[config.mk]
export PLATFORM = sky130hd
export DESIGN_NAME = tmrc_ram
export DESIGN_NICKNAME = d
export VERILOG_FILES = /design/src/design/tilemap_rect_collision_scan_top_macros.svh /design/src/design/tmrc_ram.sv
export SDC_FILE = /design/constraint.sdc
export NUM_CORES = 1
export LEC_CHECK = 0
export ABC_AREA = 1
export BUFFER_PORTS_ARGS = -buffer_cell sky130_fd_sc_hd__buf_4
export CORE_MARGIN = 2
export CORE_UTILIZATION = 65
export CTS_CLUSTER_DIAMETER = 60
export DETAILED_ROUTE_END_ITERATION = 16
export PLACE_DENSITY_LB_ADDON = 0.25
export SLEW_MARGIN = 40
export SYNTH_ARGS = -nofsm -noshare
export SYNTH_HDL_FRONTEND = slang
export SYNTH_SLANG_ARGS = --single-unit
export TNS_END_PERCENT = 100
[constraint.sdc]
create_clock -name clk -period 2.24 [get_ports clk]
set_input_delay 0.448 -clock clk [delete_from_list [all_inputs] [get_ports clk]]
set_output_delay 0.448 -clock clk [all_outputs]
set_load 0.02 [all_outputs]
[src/design/tilemap_rect_collision_scan_top_macros.svh]
// assertion macros shared by the tile map collision scan rtl
`ifndef TILEMAP_RECT_COLLISION_SCAN_TOP_MACROS_SVH
`define TILEMAP_RECT_COLLISION_SCAN_TOP_MACROS_SVH

// consequent holds in the same cycle as the antecedent
`define TMRC_ASSERT_NOW(label, clk, rst_n, ante, cons, msg) \
    label: assert property (@(posedge clk) disable iff (!rst_n) (ante) |-> (cons)) \
        else $error(msg);

// consequent holds in the cycle after the antecedent
`define TMRC_ASSERT_NEXT(label, clk, rst_n, ante, cons, msg) \
    label: assert property (@(posedge clk) disable iff (!rst_n) (ante) |=> (cons)) \
        else $error(msg);

`endif

[src/design/tmrc_ram.sv]
// generic single write port ram with registered read
`default_nettype none

module tmrc_ram #(
    parameter int  WIDTH = 8,
    parameter int  DEPTH = 16,
    localparam int AW    = (DEPTH > 1) ? $clog2(DEPTH) : 1
) (
    input  wire logic             clk,
    input  wire logic             we,
    input  wire logic [AW-1:0]    waddr,
    input  wire logic [WIDTH-1:0] wdata,
    input  wire logic [AW-1:0]    raddr,
    output logic      [WIDTH-1:0] rdata
);

    logic [WIDTH-1:0] mem_reg [DEPTH];
    logic [WIDTH-1:0] rdata_reg;

    always_ff @(posedge clk)
    begin
        if (we)
        begin
            mem_reg[waddr] <= wdata;
        end
        rdata_reg <= mem_reg[raddr];
    end

    assign rdata = rdata_reg;

endmodule

`default_nettype wire

==> results.txt, run 1 <==
The post-synthesis area per instance came out at 10.5 um2. The via count of the first global-routing pass came out at 3847. The worst setup margin is 736 ps.

The count of instances resized after the clock tree is built came out at 0. The first detailed-routing pass took 5 iterations. The tree is rooted in a sky130_fd_sc_hd__clkbuf_8.

The number of different library cells used by synthesis comes to 12. Summed over all cells, the static leakage comes to 0.00291 uW. The worst hold path was traced through 3 stages. The share of the yosys chip area belonging to registers is 69.4%.

For this design, the CTS-stage hold fixing added 0 buffers. In the post-synthesis netlist, the cell with the most instances is sky130_fd_sc_hd__nand2_1. Clock latency on the worst-skew pair, taken at its later pin, is 520 ps. The max capacitance violation total is 0. The synthesis warning total came out at 0.

From synthesis to final layout, the design area changed by 15.7%. The maximum number of pins on one net before global-route repair is 36. The die footprint came out at 9640 um2.

The starting DRC count in detailed routing is 436. The count of antenna-violating nets left after detailed routing came out at 0. The class of the tightest hold or removal check is input port to register. In this run the count of I/O pins placed on the die edge is 26. Of the available clock period, the critical path in the final layout requires 67.2%. The first global-routing pass estimated 20000 um of wire.

Of all nets on the critical path, the largest fanout is 1. VDD sags by at most 0.000691 V. The register clock-pin slew on the reported worst setup and hold paths came out at 60 ps. The final cell count without fillers came out at 708.

The number of clock buffers added by TritonCTS is 17. The category of cells accounting for the largest share of critical-path delay is flip-flops. The placeable core area is 8680 um2.

The type of destination of the critical path is an output port. The proportion of layout cells with a drive suffix above 1 is 12.0%. The number of clock sinks came out at 136. Setup repair after global routing left no endpoint under its margin. The peak clock frequency supported by timing is 665 MHz. Traced cell by cell, the critical path runs through buf_4. The start-to-end type of the worst setup path is register to output port. The transition time of the tightest slew-check pin is 740 ps. At the worst endpoint, the required time is 1790 ps. The placed cell count is 676. The final count of pins violating max slew is 0. The instance count of the mapped netlist is 551. The post-synthesis sequential element count is 136. The count of flip-flops with a built-in enable after synthesis is 128. The die boundary width is 98.2 um. The row count came out at 34. The register with the most flip-flops in the layout has 128 of them.

The synthesized design spends more area on one cell type than any other, namely sky130_fd_sc_hd__edfxtp_1. The number of nets in the synthesized netlist is 569. The cell area after synthesis came out at 5770 um2. In the synthesized netlist, the cells that appear most often are sky130_fd_sc_hd__nand2_1 (173), sky130_fd_sc_hd__edfxtp_1 (128), sky130_fd_sc_hd__inv_1 (100).

TritonCTS built the clock tree. After layout, the minimum clock period comes to 1500 ps. The biggest cell delay along the critical path came out at 370 ps. Detailed placement finished with a half-perimeter wire length of 7350 um. Routability-driven placement finished with a final weighted congestion of 0.892. The maximum number of buffers from clock root to sink came out at 2. Among all flip-flop cells after synthesis, the most frequent one is sky130_fd_sc_hd__edfxtp_1. The overall routed net length is 12900 um.

The cell type of the slowest stage on the worst timing path is sky130_fd_sc_hd__dfxtp_1. The total vias in the final route came out at 3960. The worst setup slack for register-to-register paths is 1150 ps. The power per unit of standard cell area came out at 925 nW/um2.

The fraction of post-synthesis cell area in the top cell type by area came out at 66.7%. STA puts the critical path data arrival time at 1060 ps. Dividing the detail-routed wire length by the instance count gives 18.2 um.

For this run, design rule violations remaining after detail routing come to 0. The layout net count came out at 605. Setup total negative slack on the finished layout was measured at 0 ps.

The buffer and inverter count on the worst path is 1. The initial antenna violation count is 0. On the final layout, the worst clock skew is 5.85 ps. Prior to clock tree synthesis, the placed netlist has a worst setup slack of 513 ps.

The overall die height is 98.2 um. The count of endpoints failing hold in the final timing report came out at 0. The proportion of register bits with asynchronous set or reset after synthesis came out at 0%. The H-tree generated during clock tree synthesis spans 4 levels. The launching element type of the critical path is a register.

The final-report setup violation count is 0. The run finished with clean final reports. The setup fix buffers added after clock tree synthesis came out at 0. The worst max-slew margin expressed relative to the limit is 50.5%. Ranked by total cell area, the synthesized netlist is headed by sky130_fd_sc_hd__edfxtp_1 (67%), sky130_fd_sc_hd__nand2_1 (11%), sky130_fd_sc_hd__nand3_1 (8.4%).

The starting density of the core came out at 66.5%. The count of antenna diodes in the layout is 0. The depth of the worst register-to-register path is 6. Summed over all layers, the global routing overflow is 0. The number of gates on the worst path with buffers counted came out at 1.

During placement, the flow inserted port buffers numbering 25. Global routing consumed, over all layers together, 28.4% of the routing resources. The post-detailed-route via-to-cell ratio came out at 5.59.
-- layout make-up --
type                            instances  area [um2]
Fill cell                             543        2010
Sequential cell                       136        4000
Clock inverter                         12         201
Inverter                              102         383
Timing Repair Buffer                   41         308
Tap cell                              108         135
Multi-Input combinational cell        289        1210
Clock buffer                           20         425
-- cell usage in the layout (no fill, tap or decap) --
master	synthesis	routed
sky130_fd_sc_hd__inv_6	0	1
sky130_fd_sc_hd__clkinv_2	0	1
sky130_fd_sc_hd__clkinvlp_4	0	5
sky130_fd_sc_hd__nand3_1	97	97
sky130_fd_sc_hd__edfxtp_1	128	128
sky130_fd_sc_hd__nor2_1	17	17
sky130_fd_sc_hd__clkbuf_8	0	1
sky130_fd_sc_hd__clkbuf_1	0	3
sky130_fd_sc_hd__bufinv_16	0	5
sky130_fd_sc_hd__buf_4	4	41
sky130_fd_sc_hd__nand3b_1	2	2
sky130_fd_sc_hd__nand2_1	173	173
sky130_fd_sc_hd__clkbuf_16	0	16
sky130_fd_sc_hd__inv_2	2	2
sky130_fd_sc_hd__dfxtp_1	8	8
sky130_fd_sc_hd__inv_1	100	100
-- path summary, 6_finish.rpt --
kind                        from        to
setup reg to reg   mem_reg[1][3]  rdata[3]
hold reg to reg   mem_reg[14][4]  rdata[4]
hold / removal          raddr[3]  rdata[4]
setup / recovery        rdata[6]  rdata[6]
-- cell families (layout without fill, tap and decap cells) --
| logic type | Yosys count | after routing | share of synthesized area (%) |
|---|---|---|---|
| AND/OR/NAND/NOR | 289 | 289 | 21.0 |
| flip-flops | 136 | 136 | 69.4 |
| buffers and inverters | 126 | 175 | 9.52 |
-- through the flow --
stage / utilization, % / hold slack [ps] / area (um2) / total power (uW)
global placement: 69.6 / 636 / 6040 / 3270
finish: 76.9 / 250 / 6670 / 6170
detailed placement: 69.6 / 657 / 6040 / 3280
floorplan: - / 547 / 5770 / 3130
CTS: 76.9 / 243 / 6670 / 6170
global route: 76.9 / 251 / 6670 / 6330
-- layer usage --
layer  up-vias  track usage (%)  wire length, um
li1       1844                -                -
met1      1840             37.6             4910
met2       238             44.9             6260
met3        38             6.73             1240
met4         0             13.5              459
met5         -                0                0
-- power by group --
group	internal, uW	switching, uW
clock network	1920	1010
registers	2850	19.8
logic	115	261
total	4880	1290
(Power assumes the default switching activity.)
==> inputs of run 2 (changes only) <==
- ABC_AREA: 1 -> 0
- CORE_UTILIZATION: 65 -> 54
- clock period: 2.24 -> 1.2 ns (I/O delays scaled with it)
==> results.txt, run 2 <==
The flow ran to the end, but the final reports show violations. The final reports fail on setup timing. The worst setup path is captured at a register. The first-pass GRT wire length came out at 15300 um (-24%). The starting DRC count in detailed routing is 248 (-43%). The setup total negative slack came out at -564 ps (-564 ps). The layout net count is 318 (-47%).

The largest fanout of any net on the critical path came out at 1 (unchanged). By count the netlist is led by sky130_fd_sc_hd__edfxtp_1 (128), sky130_fd_sc_hd__mux4_2 (18), sky130_fd_sc_hd__a22oi_1 (16). The total nets after synthesis came out at 247 (-57%). The transition time of the tightest slew-check pin is 861 ps (+121 ps). The share of synthesized cell area in and, or, nand and nor gates is 3.18% (-18 points).

The count of antenna-violating nets left after detailed routing is 0 (unchanged). The power per unit of standard cell area came out at 1690 nW/um2 (+82%). The part of the total power dissipated in combinational logic came out at 6.2% (about the same). The biggest area consumer among synthesized cells is sky130_fd_sc_hd__edfxtp_1. The worst clock skew is 4.46 ps (-1.39 ps). The library cell used most frequently in the layout, excluding fill and tap cells, is sky130_fd_sc_hd__edfxtp_1. The count of endpoints failing hold in the final timing report came out at 0 (unchanged). The utilization after layout came to 70.0% (-6.9 points).

Leaving out fill and tap cells, the most frequent cells in the layout are sky130_fd_sc_hd__edfxtp_1 (128), sky130_fd_sc_hd__buf_4 (44), sky130_fd_sc_hd__mux4_2 (32), sky130_fd_sc_hd__clkbuf_16 (16). The final-report setup violation count is 11 (+11). The instance count of the mapped netlist came out at 229 (-58%).

The die boundary width came out at 102 um (+3.5%). The switching power as a share of total power is 21.1% (+0.18 points). The cell-internal power was 8610 uW (+76%). The post-synthesis share of cell area spent on xor and xnor gates came to 0% (unchanged). The clock latency reported for the late side of the worst-skew pair is 500 ps (-20 ps). The via count of the first global-routing pass is 2616 (-32%). The initial antenna violation count came to 0 (unchanged). TritonCTS built the clock tree. The proportion of layout cells with a drive suffix above 1 came to 48.6% (+37 points). The row count came out at 35 (+2.9%). The fraction of the cycle the final worst path needs is 110%.

The worst setup margin came out at -122 ps (-857 ps). The HPWL reported at the end of detailed placement is 6530 um (-11%). The average routed wire per standard cell is 22.8 um (+26%). The die footprint came out at 10300 um2 (+7.1%). The setup fix buffers added after clock tree synthesis came out at 0 (unchanged).

The leakage power figure was 0.00217 uW (-26%). The post-synthesis area per instance is 22.5 um2 (+110%). The number of top-level pins came out at 26 (unchanged).

The startpoint identified for the worst register-to-register timing path is mem_reg[3][3]. The count of hold buffers inserted by post-cts repair came out at 0 (unchanged). The register clock-pin slew on the reported worst setup and hold paths came out at 60 ps (about the same). The number of clock sinks is 136 (unchanged). The placer's final routability congestion estimate came out at 0.726 (-19%). Static timing analysis puts the maximum clock frequency at 756 MHz. The mux contribution to synthesized area was 15.0% (+15 points). The root buffer cell is sky130_fd_sc_hd__clkbuf_8.

The maximum resistive drop on vdd came out at 0.000917 V (+33%). The maximum number of buffers from clock root to sink was 2 (unchanged). The max capacitance violation total came out at 0 (unchanged). The overall routing resource usage came out at 21.6% (-6.7 points). The post-detailed-route via-to-cell ratio is 5.72 (+2.3%).

The most common cell in the synthesized netlist is sky130_fd_sc_hd__edfxtp_1. The worst max-slew margin expressed relative to the limit came to 42.4% (-8.1 points). The count of different cell masters after synthesis is 19 (+7). The post-synthesis sequential element count was 136 (unchanged). In the post-synthesis netlist, the biggest area contributors are sky130_fd_sc_hd__edfxtp_1 (75%), sky130_fd_sc_hd__mux4_2 (7.9%), sky130_fd_sc_hd__mux4_1 (7.1%). The share of synthesized cell area in full adder, half adder and majority cells was 0% (unchanged).

The placeable core area is 9240 um2 (+6.5%). The depth of the worst register-to-register path is 3 (-3). The worst register-to-register path ends at rdata[3]. The overall routed net length came out at 10100 um (-22%). The overall power of the completed layout is 10900 uW (+77%).

The count of flip-flops with a built-in enable after synthesis is 128 (unchanged). The share of total power in sequential cells is 49.1% (+2.7 points). The start-to-end type of the worst setup path is register to register. STA classifies the critical path startpoint as a register. After synthesis, the largest family of logic cells by area is multiplexers. The starting density of the core is 55.7% (-11 points). The arrival time at the worst endpoint is 1710 ps (+650 ps).

The number of buffers added on ports came out at 25 (unchanged). The maximum number of pins on one net before global-route repair is 17 (-53%). The net switching power figure came out at 2300 uW (+78%).

The flip-flop count of the largest register, all copies and words added came out at 128 (unchanged). The count of cells along the worst hold path is 1 (-2). The startpoint identified for the worst hold timing path is wdata[0]. The overall die height is 102 um (+3.5%). For hold timing, the worst endpoint is mem_reg[6][0]. In the synthesized netlist the dominant register cell turns out to be sky130_fd_sc_hd__edfxtp_1.

The count of antenna diodes in the layout is 0 (unchanged). Relative to the synthesized area, the layout overhead comes to 25.6%. The number of search-and-repair iterations in the first detailed-routing pass is 4 (-1). The fraction of post-synthesis cell area in the top cell type by area is 74.7% (+8.0 points).

The total vias in the final route is 2529 (-36%). The cell area after synthesis was 5150 um2 (-11%). The tightest min-delay check is of the input port to register type. Counting I/O delays and the setup requirement, the final critical path takes 1320 ps. The required arrival time at the worst endpoint came out at 1590 ps (-200 ps). The worst-case setup slack after placement is -379 ps (-893 ps).

The power share of the clock group came out at 44.7% (-2.8 points). The DRC violation count after routing was 0 (unchanged). The final count of pins violating max slew came out at 0 (unchanged). The proportion of register bits with asynchronous set or reset after synthesis is 0% (unchanged).

The share of the yosys chip area belonging to registers is 77.8% (+8.4 points). The worst setup slack for register-to-register paths is -120 ps (-1270 ps). The area fraction in compound gates after synthesis is 2.33% (+2.3 points). The remaining global-route overflow is 0 (unchanged).

The deepest level of the CTS H-tree came out at 4 (unchanged). Setup repair after global routing could not meet its margin everywhere. The count of fill cells added during filler insertion came out at 549 (+1.1%). The synthesis warning total is 0 (unchanged). The worst slack on hold paths is 34.2 ps (-216 ps). The number of buffers created by CTS is 17 (unchanged).
run 2: changes by cell type in the layout (fill, tap and decap cells not counted), sizes merged, moves of 16 or more:
cell   change
nand2    -164
inv      -101
nand3     -96
mux4      +32
buf       +21
a22oi     +16
run 2: power groups by stage:
stage	logic [uW]	clock network (uW)	registers, uW
after floorplan	306	0	5470
after global placement	632	0	5440
after detailed placement	641	0	5450
after CTS	681	4950	5360
after global routing	719	5170	5370
final	675	4870	5360
run 2: cell type report:
type	instances	area, um2	share of cell area (%)
clock buffers	18	418	6.46
repair buffers	62	621	9.60
clock inverters	14	150	2.32
flip-flops and latches	136	4010	62.1
well taps	129	161	2.50
multi-input cells	83	1100	17.0
run 2: stage by stage:
stage / std cells / instance area (um2)
global placement: 410 / 5830
floorplan: 229 / 5200
detailed placement: 410 / 5830
CTS: 442 / 6450
global route: 442 / 6460
finish: 442 / 6460
run 2: critical path: stages (launching register included):
cell and delay [ps]:
sky130_fd_sc_hd__edfxtp_1 370, sky130_fd_sc_hd__mux4_2 480, sky130_fd_sc_hd__a22oi_1 250, sky130_fd_sc_hd__nand2_1 100
run 2: logic make-up after synthesis:
group | after synthesis
buf+inv | 10
compound gates | 16
flops | 136
mux | 32
simple gates | 35
run 2: metal layers:
layer / track usage [%] / vias up / part of all wire, %
met3: 5.24 / 10 / 6.3
met2: 34.1 / 102 / 51
met1: 30.2 / 1312 / 42
li1: - / 1105 / -
met4: 7.59 / 0 / 0.94
met5: 0 / - / 0
run 2: how the worst max path moves through the flow:
stage | from | endpoint | cells past startpoint
CTS | mem_reg[4][2] | rdata[2] | 3
floorplan | waddr[2] | mem_reg[0][0] | 2
finish | mem_reg[3][3] | rdata[3] | 3
global route | mem_reg[9][7] | rdata[7] | 3
global placement | raddr[0] | rdata[7] | 5
detailed placement | raddr[0] | rdata[7] | 5
run 2: repair_timing:
action	in CTS	in global routing
resized for setup	20	3
endpoints found under the hold margin	0	0
gates cloned	0	0
pin swaps	1	2
setup endpoints to repair	16	16
==> inputs of run 3 (changes only) <==
- TNS_END_PERCENT: 100 -> 30
==> results.txt, run 3 (synthesized netlist as in run 2, its figures left out) <==
The run finished, with violations left. The final reports fail on setup timing. The overall routed net length came to 9810 um (-2.8%). The arrival time at the worst endpoint is 1750 ps (+40 ps). The launching element type of the critical path is a register.

The library cell used most frequently in the layout, excluding fill and tap cells, is sky130_fd_sc_hd__edfxtp_1. The top cell types in the final layout, fill and taps aside, are sky130_fd_sc_hd__edfxtp_1 (128), sky130_fd_sc_hd__buf_4 (56), sky130_fd_sc_hd__mux4_2 (24), sky130_fd_sc_hd__clkbuf_16 (16), sky130_fd_sc_hd__a22oi_1 (12). The final instance area was 6490 um2 (+0.46%). The first-pass GRT wire length came out at 15000 um (-1.7%). The final-report setup violation count came out at 8 (-3). The required arrival time at the worst endpoint came out at 1590 ps (about the same). The worst-case setup slack after placement came to -456 ps (-76.3 ps).

The utilization after layout was 70.3% (+0.32 points). Relative to the synthesized area, the layout overhead comes to 26.2%. The remaining global-route overflow is 0 (unchanged). The count of antenna-violating nets left after detailed routing was 0 (unchanged).

The worst max-slew margin expressed relative to the limit is 47.7% (+5.3 points). The DRC violation count after routing is 0 (unchanged). The transition time of the tightest slew-check pin was 784 ps (-77.5 ps). The number of buffers created by CTS is 17 (unchanged). The largest fanout of any net on the critical path is 1 (unchanged). The number of clock sinks came to 136 (unchanged). The path class of the tightest hold or removal check is input port to register. The minimum period implied by the final worst setup slack came to 1360 ps (+37.0 ps).

The clock latency reported for the late side of the worst-skew pair came out at 510 ps (about the same). The total vias in the final route is 2485 (-1.7%). The die footprint is 10300 um2 (unchanged). The count of hold buffers inserted by post-cts repair is 0 (unchanged). The row count is 35 (unchanged).

The count of antenna diodes in the layout is 0 (unchanged). The final count of pins violating max slew is 0 (unchanged). The overall routing resource usage came out at 21.2% (-0.43 points). The leakage power figure is 0.00225 uW (+4.0%). The post-detailed-route via-to-cell ratio is 5.56 (-2.8%). The initial antenna violation count came out at 0 (unchanged). The placeable core area was 9240 um2 (unchanged). The die boundary width came out at 102 um (unchanged). TritonCTS built the clock tree.

The worst clock skew came out at 5.34 ps (+0.880 ps). The number of search-and-repair iterations in the first detailed-routing pass came out at 5 (+1). The flip-flop count of the largest register, all copies and words added came out at 128 (unchanged).

The worst setup path is captured at a register. The average routed wire per standard cell came to 22.0 um (-3.9%). The setup total negative slack is -830 ps (-266 ps). The maximum number of pins on one net before global-route repair was 18 (+1). CTS placed an instance of sky130_fd_sc_hd__clkbuf_8 at the clock tree root. The fraction of the cycle the final worst path needs came to 113% (+3.1 points). The maximum number of buffers from clock root to sink is 2 (unchanged). The placer's final routability congestion estimate is 0.788 (+8.5%). The layout net count is 323 (+1.6%). The worst setup margin is -159 ps (-37.0 ps). The count of endpoints failing hold in the final timing report is 0 (unchanged). The power per unit of standard cell area is 1780 nW/um2 (+5.5%). The HPWL reported at the end of detailed placement is 6460 um (-1.1%).

The number of top-level pins came out at 26 (unchanged). The maximum resistive drop on vdd is 0.00106 V (+15%). The setup fix buffers added after clock tree synthesis came out at 0 (unchanged). The post-detailed-placement cell area was 5800 um2 (-0.41%). The overall die height was 102 um (unchanged). The number of buffers added on ports was 25 (unchanged). Setup repair after global routing could not meet its margin everywhere.

The deepest level of the CTS H-tree is 4 (unchanged). The via count of the first global-routing pass came out at 2564 (-2.0%). The register clock-pin slew on the reported worst setup and hold paths was 60 ps (about the same). The starting DRC count in detailed routing is 157 (-37%). The max capacitance violation total came out at 0 (unchanged). The peak clock frequency supported by timing came out at 736 MHz (-2.7%).

The start-to-end type of the worst setup path is register to register. The proportion of layout cells with a drive suffix above 1 is 45.0% (-3.6 points). The starting density of the core was 55.7% (unchanged).
-- run 3: changes by cell type in the layout (fill, tap and decap cells not counted), sizes merged --
cell / before / now
bufinv: 2 / 5
inv: 2 / 3
buf: 62 / 67
clkinvlp: 5 / 1
-- run 3: final timing paths --
path / endpoint / slack [ps] / cells after the start / startpoint
max reg2reg: rdata[4] / -160 / 4 / mem_reg[0][4]
min: mem_reg[7][2] / 40 / 1 / wdata[2]
max: rdata[4] / -160 / 4 / mem_reg[0][4]
min reg2reg: rdata[2] / 670 / 3 / mem_reg[15][2]
-- run 3: what timing repair did --
item	CTS	global route
endpoints found under the setup margin	15	16
gates resized for setup	18	9
pin swaps	2	0
-- run 3: through the flow --
| step | instances | hold WS [ps] | total power [uW] |
|---|---|---|---|
| CTS | 447 | 32.4 | 11600 |
| detailed placement | 415 | 557 | 6060 |
| global route | 447 | 28.9 | 11900 |
| global placement | 415 | 540 | 6040 |
| finish | 447 | 40.8 | 11600 |
| floorplan | 229 | 339 | 5750 |
-- run 3: worst max-delay path, stage by stage (launching register included) --
cell,delay [ps]
sky130_fd_sc_hd__edfxtp_1,370
sky130_fd_sc_hd__mux4_2,480
sky130_fd_sc_hd__a22oi_2,190
sky130_fd_sc_hd__buf_4,160
sky130_fd_sc_hd__nand2_2,50
-- run 3: layout make-up --
cell class | count | area [um2]
sequential | 136 | 4010
fill | 562 | 2750
multi-input combinational | 83 | 1100
timing repair buffer | 67 | 571
clock buffer | 18 | 428
clock inverter | 14 | 220
tap | 129 | 161
-- run 3: power by group --
part	internal, uW	switching (uW)	leakage, uW
logic	318	338	0.000711
registers	5320	34.1	0.00122
clock network	3660	1900	0.000316
-- run 3: metal layers --
metal / part of all wire [%] / global-route usage, % / up-vias
met5: 0 / 0 / -
met2: 50 / 33.5 / 74
met4: 1.2 / 6.55 / 0
li1: - / - / 1124
met1: 43 / 29.1 / 1275
met3: 5.3 / 6.14 / 12
