## config.mk

```make
export PLATFORM = sky130hd
export DESIGN_NAME = tmrc_ctrl
export DESIGN_NICKNAME = d
export VERILOG_FILES = /design/src/design/tmrc_pkg.sv /design/src/design/tmrc_cmp_unit.sv /design/src/design/tmrc_ctrl.sv
export VERILOG_INCLUDE_DIRS = /design/src /design/src/design
export SDC_FILE = /design/constraint.sdc
export NUM_CORES = 1
export LEC_CHECK = 0
export ABC_CLOCK_PERIOD_IN_PS = 11170
export BUFFER_PORTS_ARGS = -buffer_cell sky130_fd_sc_hd__buf_2
export CORE_AREA = 2 2 171 257
export DETAILED_ROUTE_END_ITERATION = 16
export DIE_AREA = 0 0 173 259
export PLACE_DENSITY = 0.84
export REMOVE_ABC_BUFFERS = 1
export SYNTH_ARGS = -nofsm -noshare
export SYNTH_HDL_FRONTEND = slang
export SYNTH_SLANG_ARGS = --single-unit
```

## constraint.sdc

```tcl
create_clock -name clk -period 11.17 [get_ports clk]
set_clock_uncertainty 0.15 [all_clocks]
set_input_delay 2.7925 -clock clk [delete_from_list [all_inputs] [get_ports clk]]
set_output_delay 2.7925 -clock clk [all_outputs]
set_load 0.005 [all_outputs]
```

## src/design/tilemap_rect_collision_scan_top_macros.svh

```systemverilog
// assertion macros shared by the tile map collision scan rtl
`ifndef TILEMAP_RECT_COLLISION_SCAN_TOP_MACROS_SVH
`define TILEMAP_RECT_COLLISION_SCAN_TOP_MACROS_SVH

// consequent holds in the same cycle as the antecedent
`define TMRC_ASSERT_NOW(label, clk, rst_n, ante, cons, msg) \
    label: assert property (@(posedge clk) disable iff (!rst_n) (ante) |-> (cons)) \
        else $error(msg);

// consequent holds in the cycle after the antecedent
`define TMRC_ASSERT_NEXT(label, clk, rst_n, ante, cons, msg) \
    label: assert property (@(posedge clk) disable iff (!rst_n) (ante) |=> (cons)) \
        else $error(msg);

`endif

```

## src/design/tmrc_pkg.sv

```systemverilog
// shared types and constants of the tile map collision scan
`default_nettype none

package tmrc_pkg;

    localparam int RECT_W    = 20;
    localparam int FRAC_BITS = 4;
    localparam int CFG_W     = 8;

    localparam logic [7:0] MAP_WIDTH_RESET  = 8'd128;
    localparam logic [6:0] MAP_HEIGHT_RESET = 7'd64;

    typedef enum logic {
        CMD_WRITE = 1'b0,
        CMD_QUERY = 1'b1
    } cmd_t;

    typedef enum logic {
        CFG_MAP_WIDTH  = 1'b0,
        CFG_MAP_HEIGHT = 1'b1
    } cfg_idx_t;

    typedef enum logic [2:0] {
        ST_IDLE,
        ST_WR_WR,
        ST_SEARCH,
        ST_MASK,
        ST_ROW_RD,
        ST_ROW_CHK,
        ST_DONE
    } state_t;

    typedef enum logic [1:0] {
        SEL_COL_HI,
        SEL_COL_LO,
        SEL_ROW_HI,
        SEL_ROW_LO
    } sel_t;

    typedef struct packed {
        cmd_t                      cmd;
        logic [6:0]                tile_col;
        logic [5:0]                tile_row;
        logic [15:0]               tile_value;
        logic signed [RECT_W-1:0]  rect_left;
        logic signed [RECT_W-1:0]  rect_top;
        logic signed [RECT_W-1:0]  rect_right;
        logic signed [RECT_W-1:0]  rect_bottom;
    } item_t;

    typedef struct packed {
        logic        hit;
        logic [11:0] tile_left;
        logic [10:0] tile_top;
        logic [12:0] tile_right;
        logic [11:0] tile_bottom;
    } result_t;

    typedef struct packed {
        logic [7:0] map_width;
        logic [6:0] map_height;
    } cfg_t;

endpackage

`default_nettype wire

```

## src/design/tmrc_cmp_unit.sv

```systemverilog
// shared multiply and compare unit: tests n * step < bound
`default_nettype none

module tmrc_cmp_unit #(
    parameter int NB   = 8,
    parameter int PW   = 24,
    parameter int STEP = 512
) (
    input  wire logic        [NB-1:0] n,
    input  wire logic signed [PW-1:0] bound,
    output logic                      lt
);

    logic [PW-1:0] prod;

    assign prod = PW'(n) * PW'(STEP);
    assign lt   = $signed(prod) < bound;

endmodule

`default_nettype wire

```

## src/design/tmrc_ctrl.sv

```systemverilog
// sequencer: bound search, row scan, map writes and result register
`default_nettype none

`include "tilemap_rect_collision_scan_top_macros.svh"

module tmrc_ctrl #(
    parameter int  MAX_COLS    = 128,
    parameter int  MAX_ROWS    = 64,
    parameter int  TILE_PIXELS = 32,
    localparam int RA          = (MAX_ROWS > 1) ? $clog2(MAX_ROWS) : 1
) (
    input  wire logic                clk,
    input  wire logic                rst_n,
    input  wire logic                start,
    input  wire tmrc_pkg::item_t     item,
    input  wire tmrc_pkg::cfg_t      cfg,
    output logic                     busy,
    output logic                     done,
    output tmrc_pkg::result_t        result,
    output logic [RA-1:0]            ram_raddr,
    input  wire logic [MAX_COLS-1:0] ram_rdata,
    output logic                     ram_we,
    output logic [RA-1:0]            ram_waddr,
    output logic [MAX_COLS-1:0]      ram_wdata
);

    localparam int MAXD = (MAX_COLS > MAX_ROWS) ? MAX_COLS : MAX_ROWS;
    localparam int NB   = $clog2(MAXD + 1);
    localparam int BB   = (NB > 1) ? $clog2(NB) : 1;
    localparam int CA   = (MAX_COLS > 1) ? $clog2(MAX_COLS) : 1;
    localparam int STEP = TILE_PIXELS * (1 << tmrc_pkg::FRAC_BITS);
    localparam int SB   = $clog2(STEP + 1);
    localparam int PW   = ((NB + SB) > (tmrc_pkg::RECT_W + 1) ?
                           (NB + SB) : (tmrc_pkg::RECT_W + 1)) + 1;
    localparam int EW   = NB + 14;
    localparam int RW   = tmrc_pkg::RECT_W;

    tmrc_pkg::state_t state_reg, state_next;
    tmrc_pkg::sel_t   sel_reg, sel_next;
    logic [BB-1:0]    bit_reg, bit_next;
    logic [NB-1:0]    q_reg, q_next;
    logic             done_reg, done_next;
    logic [MAX_ROWS-1:0] row_valid_reg, row_valid_next;

    logic [NB-1:0]    col_lo_reg, col_lo_next;
    logic [NB-1:0]    col_hi_reg, col_hi_next;
    logic [NB-1:0]    row_lo_reg, row_lo_next;
    logic [NB-1:0]    row_hi_reg, row_hi_next;
    logic [NB-1:0]    row_reg, row_next;
    logic [NB-1:0]    row_end_reg, row_end_next;
    logic [MAX_COLS-1:0] mask_reg, mask_next;
    logic signed [RW-1:0] left_reg, left_next;
    logic signed [RW-1:0] top_reg, top_next;
    logic signed [RW-1:0] right_reg, right_next;
    logic signed [RW-1:0] bottom_reg, bottom_next;
    logic [CA-1:0]    wr_col_reg, wr_col_next;
    logic [RA-1:0]    wr_row_reg, wr_row_next;
    logic             wr_bit_reg, wr_bit_next;
    logic             found_reg, found_next;
    logic [CA-1:0]    found_col_reg, found_col_next;
    logic [RA-1:0]    found_row_reg, found_row_next;
    tmrc_pkg::result_t result_reg, result_next;

    logic [NB-1:0]        cand;
    logic [NB-1:0]        q_upd;
    logic signed [PW-1:0] bound;
    logic                 lt;
    logic                 last_bit;
    logic                 wr_in_range;
    logic [NB-1:0]        w_eff;
    logic [NB-1:0]        h_eff;
    logic [NB-1:0]        col_end;
    logic [NB-1:0]        row_end;
    logic [MAX_COLS-1:0]  row_data;
    logic [MAX_COLS-1:0]  row_hits;
    logic                 row_any;
    logic [CA-1:0]        first_col;
    logic [NB-1:0]        row_inc;
    logic [MAX_COLS-1:0]  wr_base;
    logic [EW-1:0]        edge_left;
    logic [EW-1:0]        edge_top;
    logic [EW-1:0]        edge_right;
    logic [EW-1:0]        edge_bottom;

    tmrc_cmp_unit #(
        .NB   (NB),
        .PW   (PW),
        .STEP (STEP)
    ) u_cmp (
        .n     (cand),
        .bound (bound),
        .lt    (lt)
    );

    // shared datapath terms
    always_comb
    begin
        cand     = q_reg | (NB'(1) << bit_reg);
        q_upd    = lt ? cand : q_reg;
        last_bit = (bit_reg == '0);
        case (sel_reg)
            tmrc_pkg::SEL_COL_HI: bound = PW'(right_reg) + PW'(STEP) + PW'(1);
            tmrc_pkg::SEL_COL_LO: bound = PW'(left_reg);
            tmrc_pkg::SEL_ROW_HI: bound = PW'(bottom_reg) + PW'(STEP) + PW'(1);
            tmrc_pkg::SEL_ROW_LO: bound = PW'(top_reg);
            default:              bound = PW'(left_reg);
        endcase

        wr_in_range = (32'(item.tile_col) < 32'(MAX_COLS)) &&
                      (32'(item.tile_row) < 32'(MAX_ROWS));

        w_eff = (32'(cfg.map_width) < 32'(MAX_COLS)) ?
                NB'(cfg.map_width) : NB'(MAX_COLS);
        h_eff = (32'(cfg.map_height) < 32'(MAX_ROWS)) ?
                NB'(cfg.map_height) : NB'(MAX_ROWS);
        col_end = (col_hi_reg < w_eff) ? col_hi_reg : w_eff;
        row_end = (row_hi_reg < h_eff) ? row_hi_reg : h_eff;

        row_data = row_valid_reg[row_reg[RA-1:0]] ? ram_rdata : '0;
        row_hits = row_data & mask_reg;
        row_any  = |row_hits;
        first_col = '0;
        for (int x = MAX_COLS - 1; x >= 0; x--)
        begin
            if (row_hits[x])
            begin
                first_col = CA'(x);
            end
        end
        row_inc = row_reg + NB'(1);

        wr_base = row_valid_reg[wr_row_reg] ? ram_rdata : '0;

        edge_left   = EW'(found_col_reg) * EW'(TILE_PIXELS);
        edge_top    = EW'(found_row_reg) * EW'(TILE_PIXELS);
        edge_right  = edge_left + EW'(TILE_PIXELS);
        edge_bottom = edge_top + EW'(TILE_PIXELS);
    end

    // next state
    always_comb
    begin
        state_next = state_reg;
        case (state_reg)
            tmrc_pkg::ST_IDLE:
            begin
                if (start)
                begin
                    if (item.cmd == tmrc_pkg::CMD_QUERY)
                    begin
                        state_next = tmrc_pkg::ST_SEARCH;
                    end
                    else if (wr_in_range)
                    begin
                        state_next = tmrc_pkg::ST_WR_WR;
                    end
                end
            end
            tmrc_pkg::ST_WR_WR:
            begin
                state_next = tmrc_pkg::ST_IDLE;
            end
            tmrc_pkg::ST_SEARCH:
            begin
                if (last_bit && sel_reg == tmrc_pkg::SEL_ROW_LO)
                begin
                    state_next = tmrc_pkg::ST_MASK;
                end
            end
            tmrc_pkg::ST_MASK:
            begin
                state_next = (row_lo_reg < row_end) ? tmrc_pkg::ST_ROW_RD
                                                    : tmrc_pkg::ST_DONE;
            end
            tmrc_pkg::ST_ROW_RD:
            begin
                state_next = tmrc_pkg::ST_ROW_CHK;
            end
            tmrc_pkg::ST_ROW_CHK:
            begin
                if (row_any || row_inc >= row_end_reg)
                begin
                    state_next = tmrc_pkg::ST_DONE;
                end
                else
                begin
                    state_next = tmrc_pkg::ST_ROW_RD;
                end
            end
            tmrc_pkg::ST_DONE:
            begin
                state_next = tmrc_pkg::ST_IDLE;
            end
            default:
            begin
                state_next = tmrc_pkg::ST_IDLE;
            end
        endcase
    end

    // datapath and outputs
    always_comb
    begin
        sel_next       = sel_reg;
        bit_next       = bit_reg;
        q_next         = q_reg;
        done_next      = 1'b0;
        row_valid_next = row_valid_reg;
        col_lo_next    = col_lo_reg;
        col_hi_next    = col_hi_reg;
        row_lo_next    = row_lo_reg;
        row_hi_next    = row_hi_reg;
        row_next       = row_reg;
        row_end_next   = row_end_reg;
        mask_next      = mask_reg;
        left_next      = left_reg;
        top_next       = top_reg;
        right_next     = right_reg;
        bottom_next    = bottom_reg;
        wr_col_next    = wr_col_reg;
        wr_row_next    = wr_row_reg;
        wr_bit_next    = wr_bit_reg;
        found_next     = found_reg;
        found_col_next = found_col_reg;
        found_row_next = found_row_reg;
        result_next    = result_reg;
        ram_raddr      = row_reg[RA-1:0];
        ram_we         = 1'b0;
        ram_waddr      = wr_row_reg;
        ram_wdata      = wr_base;
        ram_wdata[wr_col_reg] = wr_bit_reg;

        case (state_reg)
            tmrc_pkg::ST_IDLE:
            begin
                ram_raddr   = RA'(item.tile_row);
                wr_col_next = CA'(item.tile_col);
                wr_row_next = RA'(item.tile_row);
                wr_bit_next = |item.tile_value;
                left_next   = item.rect_left;
                top_next    = item.rect_top;
                right_next  = item.rect_right;
                bottom_next = item.rect_bottom;
                sel_next    = tmrc_pkg::SEL_COL_HI;
                bit_next    = BB'(NB - 1);
                q_next      = '0;
            end
            tmrc_pkg::ST_WR_WR:
            begin
                ram_we = 1'b1;
                row_valid_next[wr_row_reg] = 1'b1;
            end
            tmrc_pkg::ST_SEARCH:
            begin
                q_next   = q_upd;
                bit_next = bit_reg - BB'(1);
                if (last_bit)
                begin
                    q_next   = '0;
                    bit_next = BB'(NB - 1);
                    case (sel_reg)
                        tmrc_pkg::SEL_COL_HI:
                        begin
                            col_hi_next = (32'(q_upd) > 32'(MAX_COLS)) ?
                                          NB'(MAX_COLS) : q_upd;
                            sel_next    = tmrc_pkg::SEL_COL_LO;
                        end
                        tmrc_pkg::SEL_COL_LO:
                        begin
                            col_lo_next = (32'(q_upd) > 32'(MAX_COLS)) ?
                                          NB'(MAX_COLS) : q_upd;
                            sel_next    = tmrc_pkg::SEL_ROW_HI;
                        end
                        tmrc_pkg::SEL_ROW_HI:
                        begin
                            row_hi_next = (32'(q_upd) > 32'(MAX_ROWS)) ?
                                          NB'(MAX_ROWS) : q_upd;
                            sel_next    = tmrc_pkg::SEL_ROW_LO;
                        end
                        default:
                        begin
                            row_lo_next = (32'(q_upd) > 32'(MAX_ROWS)) ?
                                          NB'(MAX_ROWS) : q_upd;
                            sel_next    = tmrc_pkg::SEL_COL_HI;
                        end
                    endcase
                end
            end
            tmrc_pkg::ST_MASK:
            begin
                for (int x = 0; x < MAX_COLS; x++)
                begin
                    mask_next[x] = (NB'(x) >= col_lo_reg) && (NB'(x) < col_end);
                end
                row_end_next = row_end;
                row_next     = row_lo_reg;
                found_next   = 1'b0;
            end
            tmrc_pkg::ST_ROW_RD:
            begin
                ram_raddr = row_reg[RA-1:0];
            end
            tmrc_pkg::ST_ROW_CHK:
            begin
                if (row_any)
                begin
                    found_next     = 1'b1;
                    found_col_next = first_col;
                    found_row_next = row_reg[RA-1:0];
                end
                else
                begin
                    row_next = row_inc;
                end
            end
            tmrc_pkg::ST_DONE:
            begin
                done_next = 1'b1;
                if (found_reg)
                begin
                    result_next.hit         = 1'b1;
                    result_next.tile_left   = edge_left[11:0];
                    result_next.tile_top    = edge_top[10:0];
                    result_next.tile_right  = edge_right[12:0];
                    result_next.tile_bottom = edge_bottom[11:0];
                end
                else
                begin
                    result_next = '0;
                end
            end
            default:
            begin
                done_next = 1'b0;
            end
        endcase
    end

    // control state
    always_ff @(posedge clk or negedge rst_n)
    begin
        if (!rst_n)
        begin
            state_reg     <= tmrc_pkg::ST_IDLE;
            sel_reg       <= tmrc_pkg::SEL_COL_HI;
            bit_reg       <= '0;
            q_reg         <= '0;
            done_reg      <= 1'b0;
            row_valid_reg <= '0;
        end
        else
        begin
            state_reg     <= state_next;
            sel_reg       <= sel_next;
            bit_reg       <= bit_next;
            q_reg         <= q_next;
            done_reg      <= done_next;
            row_valid_reg <= row_valid_next;
        end
    end

    // payload
    always_ff @(posedge clk)
    begin
        col_lo_reg    <= col_lo_next;
        col_hi_reg    <= col_hi_next;
        row_lo_reg    <= row_lo_next;
        row_hi_reg    <= row_hi_next;
        row_reg       <= row_next;
        row_end_reg   <= row_end_next;
        mask_reg      <= mask_next;
        left_reg      <= left_next;
        top_reg       <= top_next;
        right_reg     <= right_next;
        bottom_reg    <= bottom_next;
        wr_col_reg    <= wr_col_next;
        wr_row_reg    <= wr_row_next;
        wr_bit_reg    <= wr_bit_next;
        found_reg     <= found_next;
        found_col_reg <= found_col_next;
        found_row_reg <= found_row_next;
        result_reg    <= result_next;
    end

    assign busy   = (state_reg != tmrc_pkg::ST_IDLE);
    assign done   = done_reg;
    assign result = result_reg;

    `TMRC_ASSERT_NEXT(a_done_single, clk, rst_n, done_reg, !done_reg,
                      "result strobe longer than one cycle")
    `TMRC_ASSERT_NOW(a_row_in_range, clk, rst_n, state_reg == tmrc_pkg::ST_ROW_CHK,
                     row_reg < row_end_reg, "row scan beyond end row")
    `TMRC_ASSERT_NOW(a_miss_zero, clk, rst_n, done_reg && !result_reg.hit,
                     result_reg.tile_left == '0 && result_reg.tile_right == '0 &&
                     result_reg.tile_bottom == '0, "miss with nonzero edges")

endmodule

`default_nettype wire
```

==> flow_summary.ini, run 1 <==
[floorplanning]
fp-row-count = 93
ios = 448
fp.coreArea_mm2 = 0.04259
die_w_um = 173
initial_core_util = 0.5626
die_area_mm2 = 0.04481
die_h_um = 259

[logic_synthesis]
synthTopCellsByCount = o21ai_0, edfxtp_1, nand2_1, nand3_1, clkbuf_1
ys_warn_count = 0
synthMostInstantiatedCell = o21ai_0
syn-cell-area_mm2 = 0.02396
synth.distinct_cells = 81
synth-edff-count = 313
yosysTopAreaCell = edfxtp_1
synth_ff_type = edfxtp_1
yosysTopAreaCellShare = 0.3923
async_flop_share = 0.2056
syn_area_per_cell_um2 = 9.639
ys_seq_elements = 394
synthCells = 2486
synth_area_leaders = edfxtp_1, dfrtp_1, o21ai_0, nand3_1, nand2_1
seq_area_frac_synth = 0.4768

[cts]
cts_resized = 0
cts-htree-levels = 2
root_buffer = clkbuf_16
clk_pin_slew_ps = 60
ctsHoldBuffers = 0
numCtsBuffers = 39
clkLatencyLatePin_ps = 550
cts_sinks = 394
cts_tree = built
clock_path_buffers = 3
post_cts_buffers = 0

[critical_path]
crit_slowest_cell = buf_4
crit_family = buffers and inverters
end_kind = output port
timing.rr.start = bottom_reg[0]
slowest_delay_ps = 780
worstPathArrival_ps = 4310
worstSetupStartpointType = flip-flop
r2r_cells = 15
path_buf_inv = 3
crit_fanout = 128
timing.rr.end = row_hi_reg[0]
criticalPathCategory = reg -> out
reg2reg_setup_slack_ps = 5460
worstPathRequired_ps = 8230
cp_cell_sequence = buf_4 > mux4_2 > mux2i_1 > o22ai_1 > o21ai_0 > and3_2 > buf_4 > o21ai_0 > buf_2

[global_route]
grtUsageTotal = 0.3957
antenna_found_initial = 7
grt_pass1_wl_mm = 135.2
grt_pass1_vias = 22362
grt_max_degree = 129
gr-total-overflow = 0

[detailed_routing]
antenna_left = 0
dr.pass1.iters = 6
drc = 0
drt_iter0_drc = 3094
num_vias = 23258
wl_per_cell_um = 26.61
drt-vias-per-instance = 6.783
drt_wl_total_mm = 91.23

[timing]
setup-tns-final_ps = 0
fin_ws_ps = 3917
fmax_mhz = 137.9
finalHoldViolCount = 0
drv_slew = 0
worst_slew_pin_slew_ps = 1297
rsz0062_at_grt = no
max-slew-margin-rel = 0.1320
min_period_over_period = 0.6494
min_period_ps = 7253
setup_viol = 0

[cells_and_area]
drive_gt1_frac = 0.2098
regArea_mm2 = 0.01143
fillers = 3462
nets = 3133
largest_reg_flops = 128
syn_to_final_growth_pct = 15.46
multiInputGateArea_mm2 = 0.01172

[power]
powerDensity_mw_per_mm2 = 184.7
irDropWorstVdd_uv = 175.9
leakagePower_nw = 11.12

[placed_design]
gp_congestion = 1.001
post-place-ws_ps = 4340
port_buffers = 427
hpwl_mm = 68.92

[min_path]
hold_end = found_row_reg[2]
hold_depth = 0
worstHoldStart = row_reg[2]
hold_path.class = reg -> reg

[status]
status = completed

[run]
maxCapViolCount = 0
[metrics by stage]
| stage | utilization | hold slack [ps] | std cells | cell area [um2] | total power, mW |
|---|---|---|---|---|---|
| 6_report | 0.6496 | 317.5 | 3429 | 27670 | 5.110 |
| 3_5_place_dp | 0.6195 | 308.3 | 3355 | 26380 | 3.737 |
| 3_3_place_gp | 0.6195 | 282.9 | 3355 | 26380 | 3.672 |
| 4_1_cts | 0.6494 | 323.5 | 3425 | 27660 | 5.058 |
| 2_1_floorplan | - | 288.5 | 2328 | 23250 | 3.013 |
| 5_1_grt | 0.6496 | 329.2 | 3429 | 27670 | 5.295 |
[how the worst max path moves through the flow]
stage                             from            end  cells after the start
after floorplan           state_reg[2]   ram_raddr[0]                      3
after global placement         cfg[14]   mask_reg[28]                     10
after detailed placement       cfg[14]   mask_reg[90]                     11
after CTS                 ram_waddr[0]  ram_wdata[64]                      9
after global routing      ram_waddr[0]  ram_wdata[64]                      9
final                     ram_waddr[0]  ram_wdata[64]                      9
[report_power, final]
group	internal (mW)	switching, mW
Clock	0.746	0.585
Sequential	1.91	0.222
Combinational	0.553	1.09
Total	3.21	1.90
[logic make-up (layout without fill, tap and decap cells)]
family,after synthesis,in the layout,synth area share
AOI/OAI and AO/OA,837,837,0.2253
adders and majority gates,51,51,0.02663
buffers and inverters,222,569,0.03979
and+or+nand+nor,895,895,0.1839
other,2,28,0.0003134
xor gates and xnor gates,29,29,0.01060
muxes,56,56,0.03671
DFF,394,394,0.4768
[per-layer routing]
metal | GRT usage | part of all wire | wire [um] | up-vias
met4 | 0.2804 | 0.083 | 7571 | 4
met5 | 0 | 0.00026 | 24 | -
met1 | 0.4400 | 0.34 | 30890 | 10899
li1 | - | - | - | 10182
met2 | 0.6968 | 0.49 | 45060 | 1742
met3 | 0.05844 | 0.084 | 7683 | 431
[worst register-to-register path: cells and delay by family (launching register included)]
kind	cells	cell delay, ps
adders and majority gates	2	560
AOI/OAI and AO/OA	8	3330
and+or+nand+nor	4	730
muxes	1	230
DFF	1	450
[layout by cell type (no fill, tap or decap), drive strengths merged, types with 20 or more instances in the layout]
master,synthesis,final
nand4,26,26
mux4,24,24
a221oi,46,46
nor2,128,128
buf,43,457
nor2b,34,34
clkbuf,137,51
dfrtp,81,81
ha,51,51
a22oi,45,45
nand2b,36,36
nand3,218,218
a211oi,72,72
mux2i,20,20
o21ai,331,331
nand2,247,247
o21bai,25,25
a21o,46,46
nor3,44,44
conb,2,24
and3,32,32
a21oi,133,133
and2,47,47
inv,39,42
edfxtp,313,313
[final cells by class]
| type | count | share of cell area |
|---|---|---|
| multi-input cells | 1892 | 0.4237 |
| well taps | 570 | 0.02578 |
| clock inverters | 19 | 0.006422 |
| inverters | 42 | 0.005698 |
| diodes | 4 | 0.0003618 |
| clock buffers | 51 | 0.03957 |
| flip-flops and latches | 394 | 0.4130 |
| repair buffers | 457 | 0.08547 |
(Power assumes the default switching activity.)
==> inputs of run 2 (changes only) <==
Settings changed: ABC_CLOCK_PERIOD_IN_PS 11170 to 6800.
Clock period 11.17 ns to 6.8 ns, I/O delays scaled along.
==> flow_summary.ini, run 2 (synthesis gave the netlist of run 1 again) <==
[timing]
min_period_over_period = 0.8720
finalHoldViolCount = 0
worst_slew_pin_slew_ps = 1279
min_period_ps = 5929
drv_slew = 0
hold_ws_ps = 327.7
max-slew-margin-rel = 0.1407
rsz0062_at_grt = no
setup_viol = 0
fmax_mhz = 168.6

[cells_and_area]
layout_common_cells = buf_2, o21ai_0, edfxtp_1
layout_commonest_cell = buf_2
nets = 3140
fin_cells = 3433
final_area_mm2 = 0.02780
largest_reg_flops = 128
drive_gt1_frac = 0.2131
fillers = 3336
syn_to_final_growth_pct = 16.03

[cts]
cts_sinks = 394
clock_path_buffers = 3
cts-htree-levels = 2
post_cts_buffers = 0
clk_pin_slew_ps = 60
ctsHoldBuffers = 0
numCtsBuffers = 40
cts_tree = built
clkLatencyLatePin_ps = 550
cts_resized = 0
root_buffer = clkbuf_16

[detailed_routing]
wl_per_cell_um = 25.14
drc = 0
antenna_left = 0
drt_iter0_drc = 3317
dr.pass1.iters = 8
drt_wl_total_mm = 86.31
num_vias = 23415
drt-vias-per-instance = 6.821

[placed_design]
hpwl_mm = 65.36
port_buffers = 427
dp.cells = 3361
placed_cell_area_mm2 = 0.02647
gp_congestion = 1.075

[critical_path]
crit_fanout = 58
r2r_cells = 16
criticalPathCategory = reg -> out
worstSetupEndpoint = ram_wdata[52]
timing.rr.end = row_hi_reg[0]
reg2reg_setup_slack_ps = 1770
timing.rr.start = bottom_reg[0]
end_kind = output port
startpoint = ram_waddr[1]
worstPathArrival_ps = 4080
worstPathRequired_ps = 4950
worstSetupStartpointType = flip-flop

[floorplanning]
ios = 448
fp.coreArea_mm2 = 0.04259
die_area_mm2 = 0.04481
die_h_um = 259
initial_core_util = 0.5626
fp-row-count = 93
die_w_um = 173

[global_route]
grt_pass1_wl_mm = 129.5
grtUsageTotal = 0.3744
antenna_found_initial = 7
grt_pass1_vias = 22513
gr-total-overflow = 0
grt_max_degree = 130

[power]
total_power_mw = 8.457
powerDensity_mw_per_mm2 = 304.2
irDropWorstVdd_uv = 263.2
leakagePower_nw = 11.19

[min_path]
hold_path.class = reg -> reg

[run]
maxCapViolCount = 0

[status]
status = completed
## run 2: cell types whose count changed in the layout (fill, tap and decap cells not counted), sizes merged
cell / before / now
inv: 42 / 43
clkinvlp: 2 / 4
clkbuf: 51 / 50
diode: 4 / 1
bufinv: 2 / 3
clkinv: 15 / 13
buf: 457 / 463
## run 2: layout make-up
class,count,area (um2),area share
multi-input combinational,1892,11720,0.4216
sequential,394,11430,0.4110
timing repair buffer,463,2447,0.08802
clock buffer,50,1111,0.03996
tap,570,713.2,0.02565
clock inverter,21,222.7,0.008010
inverter,42,157.7,0.005670
antenna,1,2.502,0.00009000
## run 2: layer usage
layer  global-route usage  share of wire  vias up
met4               0.3081           0.10       10
li1                     -              -    10175
met3              0.07162          0.097      542
met5                    0        0.00076        -
met1               0.3901           0.32    10772
met2               0.6564           0.49     1916
## run 2: worst min path at each step
stage,start,slack [ps],end,cells after the start
after global placement,row_valid_reg[14],300,row_valid_reg[14],1
final,row_valid_reg[18],330,row_valid_reg[18],1
after floorplan,row_valid_reg[22],290,row_valid_reg[22],1
after detailed placement,row_valid_reg[38],310,row_valid_reg[38],1
after CTS,row_valid_reg[7],330,row_valid_reg[7],1
after global routing,row_valid_reg[22],350,row_valid_reg[22],1
## run 2: metrics by stage
stage,setup TNS (ps),utilization,setup slack (ps)
2_1_floorplan,-51300,-,-858.0
3_3_place_gp,0,0.6215,1223
3_5_place_dp,0,0.6215,1125
4_1_cts,0,0.6528,941.6
5_1_grt,0,0.6528,756.8
6_report,0,0.6528,870.5
## run 2: power breakdown
part	leakage, nW	switching [mW]	total (mW)	internal [mW]
registers	4.03	0.403	3.54	3.14
logic	6.53	1.72	2.67	0.945
clock network	0.640	0.957	2.24	1.29
## run 2: critical path: stages (launching register included)
cell      delay (ps)
edfxtp_1        1060
mux4_2           600
mux2_2           280
a211oi_1         240
and3_2           620
buf_12           300
o21ai_0          200
buf_2            170
